File: src/rtl/fct_pkg.sv
`timescale 1ns / 1ps

package fct_pkg;

   // fixed field widths of the stream and register ports
   localparam int KEY_W      = 32;
   localparam int INDEX_W    = 5;
   localparam int ENTRY_ID_W = 32;
   localparam int ENTRY_AD_W = 16;
   localparam int OUT_AD_W   = 16;
   localparam int CSR_DATA_W = 32;
   localparam int REQ_DATA_W = 88;
   localparam int RSP_DATA_W = 24;

   // request kinds carried in tuser
   localparam logic OP_LOOKUP = 1'b0;
   localparam logic OP_WRITE  = 1'b1;

   // register indexes
   localparam logic CSR_OWN_ID      = 1'b0;
   localparam logic CSR_OWN_ADDRESS = 1'b1;

   // one finished lookup
   typedef struct packed {
      logic                key_in_successor_range;
      logic                preceding_is_self;
      logic [OUT_AD_W-1:0] preceding_address;
   } result_type;

endpackage

File: src/rtl/fct_mem.sv
`timescale 1ns / 1ps

module fct_mem #(
   parameter int DEPTH = 32,
   parameter int WIDTH = 48
) (
   input  logic                     clock,
   input  logic                     wr_en,
   input  logic [$clog2(DEPTH)-1:0] wr_addr,
   input  logic [WIDTH-1:0]         wr_data,
   input  logic                     rd_en,
   input  logic [$clog2(DEPTH)-1:0] rd_addr,
   output logic [WIDTH-1:0]         rd_data
);

   logic [WIDTH-1:0] mem [DEPTH];
   logic [WIDTH-1:0] rd_data_ff;

   // single write port
   always_ff @(posedge clock) begin
      if (wr_en) begin
         mem[wr_addr] <= wr_data;
      end
   end

   // registered read port
   always_ff @(posedge clock) begin
      if (rd_en) begin
         rd_data_ff <= mem[rd_addr];
      end
   end

   assign rd_data = rd_data_ff;

endmodule

File: src/rtl/fct_scan.sv
`timescale 1ns / 1ps

module fct_scan #(
   parameter int ID_BITS   = 32,
   parameter int ADDR_BITS = 16
) (
   input  logic                       clock,
   input  logic                       reset,
   input  logic                       start,
   input  logic [ID_BITS-1:0]         key,
   input  logic [ID_BITS-1:0]         own_id,
   input  logic [ADDR_BITS-1:0]       own_address,
   output logic                       rd_en,
   output logic [$clog2(ID_BITS)-1:0] rd_addr,
   input  logic [ID_BITS+ADDR_BITS-1:0] rd_data,
   output logic                       idle,
   output logic                       res_valid,
   input  logic                       res_ready,
   output fct_pkg::result_type        res
);

   localparam int AW = $clog2(ID_BITS);
   localparam logic [AW-1:0] LAST_IDX = AW'(ID_BITS - 1);

   typedef enum logic [2:0] {
      ST_IDLE = 3'b001,
      ST_SCAN = 3'b010,
      ST_DONE = 3'b100
   } state_type;

   state_type              state_ff, state_in;
   logic [AW-1:0]          idx_ff, idx_in;
   logic [ID_BITS-1:0]     key_ff, key_in;
   logic                   hit_ff, hit_in;
   logic [ADDR_BITS-1:0]   addr_ff, addr_in;
   fct_pkg::result_type    res_ff, res_in;

   logic [ID_BITS-1:0]     cur_id;
   logic [ADDR_BITS-1:0]   cur_addr;
   logic                   in_open;
   logic                   in_succ;
   logic                   take;

   assign cur_id   = rd_data[ID_BITS-1:0];
   assign cur_addr = rd_data[ID_BITS +: ADDR_BITS];

   // circular interval tests against the entry read back this cycle
   always_comb begin
      if (own_id < key_ff) begin
         in_open = (own_id < cur_id) && (cur_id < key_ff);
      end else begin
         in_open = (own_id < cur_id) || (cur_id < key_ff);
      end
      if (own_id < cur_id) begin
         in_succ = (own_id < key_ff) && (key_ff <= cur_id);
      end else begin
         in_succ = (own_id < key_ff) || (key_ff <= cur_id);
      end
   end

   assign take = !hit_ff && in_open;

   // scan sequencer, one entry per cycle from the top index down
   always_comb begin
      state_in = state_ff;
      idx_in   = idx_ff;
      key_in   = key_ff;
      hit_in   = hit_ff;
      addr_in  = addr_ff;
      res_in   = res_ff;
      rd_en    = 1'b0;
      rd_addr  = idx_ff;
      case (state_ff)
         ST_IDLE: begin
            if (start) begin
               rd_en    = 1'b1;
               rd_addr  = LAST_IDX;
               idx_in   = LAST_IDX;
               key_in   = key;
               hit_in   = 1'b0;
               addr_in  = own_address;
               state_in = ST_SCAN;
            end
         end
         ST_SCAN: begin
            if (take) begin
               hit_in  = 1'b1;
               addr_in = cur_addr;
            end
            if (idx_ff == '0) begin
               res_in.preceding_address      = fct_pkg::OUT_AD_W'(take ? cur_addr : addr_ff);
               res_in.preceding_is_self      = !(hit_ff || take);
               res_in.key_in_successor_range = in_succ;
               state_in = ST_DONE;
            end else begin
               rd_en   = 1'b1;
               rd_addr = idx_ff - AW'(1);
               idx_in  = idx_ff - AW'(1);
            end
         end
         ST_DONE: begin
            if (res_ready) begin
               state_in = ST_IDLE;
            end
         end
         default: begin
            state_in = ST_IDLE;
         end
      endcase
   end

   // control state
   always_ff @(posedge clock) begin
      if (reset) begin
         state_ff <= ST_IDLE;
      end else begin
         state_ff <= state_in;
      end
   end

   // scan payload
   always_ff @(posedge clock) begin
      idx_ff  <= idx_in;
      key_ff  <= key_in;
      hit_ff  <= hit_in;
      addr_ff <= addr_in;
      res_ff  <= res_in;
   end

   assign idle      = (state_ff == ST_IDLE);
   assign res_valid = (state_ff == ST_DONE);
   assign res       = res_ff;

endmodule

File: src/rtl/chord_finger_table_lookup.sv
`timescale 1ns / 1ps

// channel | direction | transfer when             | payload
// req_    | in        | req_tvalid & req_tready   | tuser op, tdata key/index/id/address
// rsp_    | out       | rsp_tvalid & rsp_tready   | tdata address/self/successor flags
// csr_    | in        | csr_valid & csr_ready     | csr_index, csr_data
//
// a finger write goes straight into the table; a lookup holds the input side while
// the scan reads one finger entry a cycle from the table memory.
// the result then waits in an output register, so the next item can start while
// rsp_tready is low; the scan itself stalls only if that register is still full.
// reset clears control state and the node registers; finger entries are undefined until written.
// csr_ready is always high.
module chord_finger_table_lookup #(
   parameter int ID_BITS   = 32,
   parameter int ADDR_BITS = 16
) (
   input  logic                              clock,
   input  logic                              reset,
   input  logic                              req_tvalid,
   output logic                              req_tready,
   // [31:0] key, [36:32] finger_index, [68:37] entry_id, [84:69] entry_address
   input  logic [fct_pkg::REQ_DATA_W-1:0]    req_tdata,
   // [0] operation
   input  logic                              req_tuser,
   output logic                              rsp_tvalid,
   input  logic                              rsp_tready,
   // [15:0] preceding_address, [16] preceding_is_self, [17] key_in_successor_range
   output logic [fct_pkg::RSP_DATA_W-1:0]    rsp_tdata,
   input  logic                              csr_valid,
   output logic                              csr_ready,
   input  logic                              csr_index,
   input  logic [fct_pkg::CSR_DATA_W-1:0]    csr_data
);

   localparam int AW    = $clog2(ID_BITS);
   localparam int CMP_W = ((AW > fct_pkg::INDEX_W) ? AW : fct_pkg::INDEX_W) + 1;

   logic [fct_pkg::KEY_W-1:0]      req_key;
   logic [fct_pkg::INDEX_W-1:0]    req_index;
   logic [fct_pkg::ENTRY_ID_W-1:0] req_entry_id;
   logic [fct_pkg::ENTRY_AD_W-1:0] req_entry_address;
   logic                           req_xfer;
   logic                           lookup_start;
   logic                           index_ok;

   logic [ID_BITS-1:0]             own_id_ff;
   logic [ADDR_BITS-1:0]           own_address_ff;

   logic                           mem_wr_en;
   logic [AW-1:0]                  mem_wr_addr;
   logic [ID_BITS+ADDR_BITS-1:0]   mem_wr_data;
   logic                           mem_rd_en;
   logic [AW-1:0]                  mem_rd_addr;
   logic [ID_BITS+ADDR_BITS-1:0]   mem_rd_data;

   logic                           scan_idle;
   logic                           res_valid;
   logic                           res_take;
   fct_pkg::result_type            res;

   logic                           rsp_valid_ff;
   fct_pkg::result_type            rsp_res_ff;

   // request field unpacking
   assign req_key           = req_tdata[31:0];
   assign req_index         = req_tdata[36:32];
   assign req_entry_id      = req_tdata[68:37];
   assign req_entry_address = req_tdata[84:69];

   assign req_tready   = scan_idle;
   assign req_xfer     = req_tvalid && req_tready;
   assign lookup_start = req_xfer && (req_tuser == fct_pkg::OP_LOOKUP);

   // finger writes beyond the table are dropped
   assign index_ok    = CMP_W'(req_index) < CMP_W'(ID_BITS);
   assign mem_wr_en   = req_xfer && (req_tuser == fct_pkg::OP_WRITE) && index_ok;
   assign mem_wr_addr = AW'(req_index);
   assign mem_wr_data = {ADDR_BITS'(req_entry_address), ID_BITS'(req_entry_id)};

   // register writes
   assign csr_ready = 1'b1;

   always_ff @(posedge clock) begin
      if (reset) begin
         own_id_ff      <= '0;
         own_address_ff <= '0;
      end else if (csr_valid && csr_ready) begin
         case (csr_index)
            fct_pkg::CSR_OWN_ID:      own_id_ff      <= ID_BITS'(csr_data);
            fct_pkg::CSR_OWN_ADDRESS: own_address_ff <= ADDR_BITS'(csr_data[15:0]);
            default: ;
         endcase
      end
   end

   fct_mem #(
      .DEPTH (ID_BITS),
      .WIDTH (ID_BITS + ADDR_BITS)
   ) u_mem (
      .clock   (clock),
      .wr_en   (mem_wr_en),
      .wr_addr (mem_wr_addr),
      .wr_data (mem_wr_data),
      .rd_en   (mem_rd_en),
      .rd_addr (mem_rd_addr),
      .rd_data (mem_rd_data)
   );

   fct_scan #(
      .ID_BITS   (ID_BITS),
      .ADDR_BITS (ADDR_BITS)
   ) u_scan (
      .clock       (clock),
      .reset       (reset),
      .start       (lookup_start),
      .key         (ID_BITS'(req_key)),
      .own_id      (own_id_ff),
      .own_address (own_address_ff),
      .rd_en       (mem_rd_en),
      .rd_addr     (mem_rd_addr),
      .rd_data     (mem_rd_data),
      .idle        (scan_idle),
      .res_valid   (res_valid),
      .res_ready   (res_take),
      .res         (res)
   );

   // output register, refilled as it drains
   assign res_take = res_valid && (!rsp_valid_ff || rsp_tready);

   always_ff @(posedge clock) begin
      if (reset) begin
         rsp_valid_ff <= 1'b0;
      end else if (res_take) begin
         rsp_valid_ff <= 1'b1;
      end else if (rsp_tready) begin
         rsp_valid_ff <= 1'b0;
      end
   end

   always_ff @(posedge clock) begin
      if (res_take) begin
         rsp_res_ff <= res;
      end
   end

   assign rsp_tvalid = rsp_valid_ff;
   assign rsp_tdata  = {6'b0, rsp_res_ff.key_in_successor_range,
                        rsp_res_ff.preceding_is_self, rsp_res_ff.preceding_address};

   // a lookup closes the input side for the scan
   a_lookup_busy: assert property (@(posedge clock) disable iff (reset)
      lookup_start |=> !req_tready)
      else $error("input side open right after a lookup started");

   // a self answer carries the node's own address
   a_self_address: assert property (@(posedge clock) disable iff (reset)
      (res_take && res.preceding_is_self) |->
         (res.preceding_address == fct_pkg::OUT_AD_W'(own_address_ff)))
      else $error("self answer without own address");

   // a finished result that cannot move holds until taken
   a_result_hold: assert property (@(posedge clock) disable iff (reset)
      (res_valid && !res_take) |=> (res_valid && $stable(res)))
      else $error("finished result lost before the output register took it");

endmodule

File: config.mk
export PLATFORM = sky130hd
export DESIGN_NAME = chord_finger_table_lookup
export DESIGN_NICKNAME = d
export VERILOG_FILES = /design/src/rtl/fct_pkg.sv /design/src/rtl/fct_mem.sv /design/src/rtl/fct_scan.sv /design/src/rtl/chord_finger_table_lookup.sv
export SDC_FILE = /design/constraint.sdc
export NUM_CORES = 2
export LEC_CHECK = 0
export ABC_AREA = 1
export BUFFER_PORTS_ARGS = -buffer_cell sky130_fd_sc_hd__buf_2
export CORE_UTILIZATION = 60
export DETAILED_ROUTE_END_ITERATION = 8
export GPL_TIMING_DRIVEN = 0
export PLACE_DENSITY = 0.77
export SYNTH_ARGS = -nofsm -noshare
export SYNTH_HDL_FRONTEND = slang
export SYNTH_SLANG_ARGS = --single-unit
File: constraint.sdc
create_clock -name clock -period 6.8 [get_ports clock]
set_clock_uncertainty 0.15 [all_clocks]
set_input_delay 0.34 -clock clock [delete_from_list [all_inputs] [get_ports clock]]
set_output_delay 0.34 -clock clock [all_outputs]
set_load 0.1 [all_outputs]
==> metrics.md <==
| Metric | Value |
|---|---|
| Outcome | `completed` |
| Fin crit period | `4.55 ns` |
| DRC viols | `0` |
| Synth top area cells | `edfxtp_1 70%, nand2_1 4.3%, nand3_1 3.9%, o21ai_1 3.3%, inv_1 3.2%` |
| Vias in the first global route | `about 50k` |
| Post-CTS Resized | `0` |
| Least-Margin Pin Slew | `roughly 1.4 ns` |
| Site Rows | `roughly 130` |
| Die Ht | `approximately 350 um` |
| Int Power | `17.1 mW` |
| DR vias | `between 50k and 60k` |
| Crit path arrival time | `about 4.9 ns` |
| Crit path capture type | `flip-flop` |
| PortBufs | `around 140` |
| Die ar. | `~120,000 sq um` |
| Clk sink count | `1,726` |
| Post-Syn Area per Cell | `~12 sq um` |
| Leak pwr | `slightly above 30 nW` |
| Hold-fix buffers, CTS | `122` |
| Most frequent cells in the layout | `1,669 x edfxtp_1, 827 x nand2_1, 612 x inv_1` |
| Die W | `between 300 and 400 um` |
| M2 GR Usage | `0.551` |
| Pin count of the biggest net entering global routing | `35` |
| Final hold vios | `0` |
| Gr usage total | `0.350` |
| RSZ-0062 raised after global routing | `no` |
| Max-slew violations | `0` |
| Remaining antenna violation count | `0` |
| Num ports | `between 150 and 200` |
| Headroom to the max-slew limit | `0.0881` |
| DRT iter0 DRCs | `7,757` |
| Max frequency | `approximately 220 MHz` |
| Hold crit path type | `in2reg` |
| Layout area overhead | `14.2%` |
| Mapped cell area | `71,500 sq um` |
| Worst endpoint required time | `7.10 ns` |
| Core area | `118,000 sq um` |
| Seq/Total Area, Yosys | `0.717` |
| Area leader, netlist | `edfxtp_1` |
| Clock slew seen by the registers of the worst setup and hold paths | `0.06 ns` |
| Gr ovfl total | `0` |
| Worst-path maximum fanout | `10` |
| Routed wire length | `212 mm` |
| Share of the synthesized area in the top cell type | `0.701` |
| P_sw | `about 5.5 mW` |
| Share of cells above drive strength 1 | `0.101` |
| Later-pin clock latency in the skew report | `around 0.80 ns` |
| Synth Warn # | `0` |
| Drt via density | `between 6 and 7` |
| Syn Inst Count | `slightly below 6k` |
| Drt first pass iters | `7` |
| Max_cap viols | `0` |
| First-pass GRT wire length | `306 mm` |
| GR met1 Demand/Resource | `0.449` |
| Final Setup Violations | `0` |
| Synthesized flop and latch total | `approximately 1.7k` |
| Unique cell type count in the Yosys netlist | `40` |
| Busiest metal layer after global routing | `met2` |
| Critical path startpoint category | `flip-flop` |
| CTS Buf Count | `168` |
| Layout Utilization | `0.691` |
| CTS max path bufs | `3` |
| Clock power share | `0.390` |
| Reg power frac | `0.524` |
| Initial antenna violation count | `16` |
| Power Density | `around 280 nW/um^2` |
| Met3 usage | `0.0820` |
| Root Buffer | `clkbuf_16` |
| Worst vdd ir | `roughly 0.3 mV` |
| Most common cell after layout, fill and taps aside | `edfxtp_1` |
| Initial Util | `0.605` |
| Switching Share | `0.242` |
| Average routed wire per standard cell | `around 26 um` |
| # Post-CTS Setup Buffers | `0` |
| Placer Congestion | `0.952` |
| Setup_tns | `0 ns` |
| Layout net count | `approximately 6.7k` |
| Hpwl dp | `142 mm` |
| Setup CP Type | `reg2reg` |
| Final period util | `0.669` |
| H-tree level count | `4` |
| TritonCTS clock tree | `yes` |
| Combinational cell fraction of total power | `0.086` |
-- cell usage after synthesis --
master and n:
edfxtp_1 1669, nand2_1 828, inv_1 613, nand3_1 558, o21ai_1 478, nor2_1 400, o21ai_0 399, a21oi_1 288
buf_2 137, clkbuf_1 136, o211ai_1 96, ha_1 95, dfxtp_1 57, o21bai_1 48, buf_6 32, buf_4 27
nand4_1 23, buf_1 22, and2_1 17, inv_2 10, nor3_1 6, nand2_2 4, nand3_2 3, o21a_1 3
a21o_1 2, a31oi_1 2, and3_1 2, conb_1 2, nor2_4 2, a211oi_2 1, a21boi_0 1, clkinv_1 1
inv_6 1, nand2_4 1, nor2_2 1, nor3_4 1, nor3b_1 1, o211ai_2 1, o221ai_1 1, xor2_1 1
-- stage by stage --
step | area [sq um] | power [mW] | setup slack, ns | std cells | hold WS, ns
6_report | 81600 | 22.6 | 2.25 | 8127 | 0.127
5_1_grt | 81600 | 23.1 | 2.26 | 8123 | 0.125
4_1_cts | 81600 | 22.5 | 1.74 | 8119 | 0.00802
3_5_place_dp | 75300 | 13.8 | 1.78 | 7697 | 0.255
3_3_place_gp | 74100 | 13.8 | 0.430 | 7654 | 0.253
2_1_floorplan | 71500 | 13.0 | 3.10 | 5975 | 0.250
-- cells by family after synthesis --
kind of cell | synth area share
fa+ha+maj | 0.0166
xor+xnor | 0.000123
other cells | 0.000105
simple gates | 0.109
flops | 0.717
buf+inv | 0.0587
compound gates | 0.0980
-- cell type report --
type	instances	area, sq um
sequential	1726	51300
inverter	625	2350
multi-input combinational	3270	16300
tap	1536	1920
clock inverter	80	621
clock buffer	220	4460
antenna	6	15.0
buffer	354	1840
timing repair buffer	310	2840
fill	7800	36500
-- path summary, 6_finish.rpt --
kind / startpoint / end / slack, ns / depth (start not counted)
worst max-delay path: u_scan.state_ff[2] / u_mem.rd_data[33] / 2.25 / 14
worst min-delay path: req_tdata[19] / u_scan.key_ff[19] / 0.13 / 2
worst max register to register: u_scan.state_ff[2] / u_mem.rd_data[33] / 2.25 / 14
worst min register to register: u_scan.res[1] / rsp_tdata[1] / 0.27 / 0
-- registers in the layout (all words and copies together) (netlist names) --
name	count
own_address_ff	16
own_id_ff	32
rsp_tdata	18
rsp_tvalid	1
u_mem.mem	1536
u_mem.rd_data	48
u_scan.addr_ff	16
u_scan.hit_ff	1
u_scan.idx_ff	5
u_scan.key_ff	32
u_scan.res	18
u_scan.state_ff	3
-- per-layer routing --
layer  wire length [um]  part of all wire
met1              74200              0.35
met5                 71           0.00033
met4              13300             0.063
met3              27500              0.13
met2              97400              0.46
-- power by group through the flow --
stage,registers [mW],clock network [mW],logic (mW)
3_3_place_gp,12.1,0,1.72
5_1_grt,11.8,9.16,2.08
3_5_place_dp,12.0,0,1.79
2_1_floorplan,12.0,0,1.00
4_1_cts,11.8,8.77,1.87
6_report,11.8,8.80,1.94
-- worst max-delay path, cell delays in order, from the launching register on --
cell and delay [ns]:
dfxtp_1 0.39, inv_1 0.09, nand3_2 0.15, nor2_4 0.07
nand2_4 0.12, clkinv_1 0.39, a211oi_4 0.86, buf_8 0.26
inv_2 0.26, buf_2 0.36, buf_1 0.39, nand3_1 0.26
nand2_1 0.11, nand2_1 0.08, nand2_1 0.25
(Power assumes the default switching activity.)
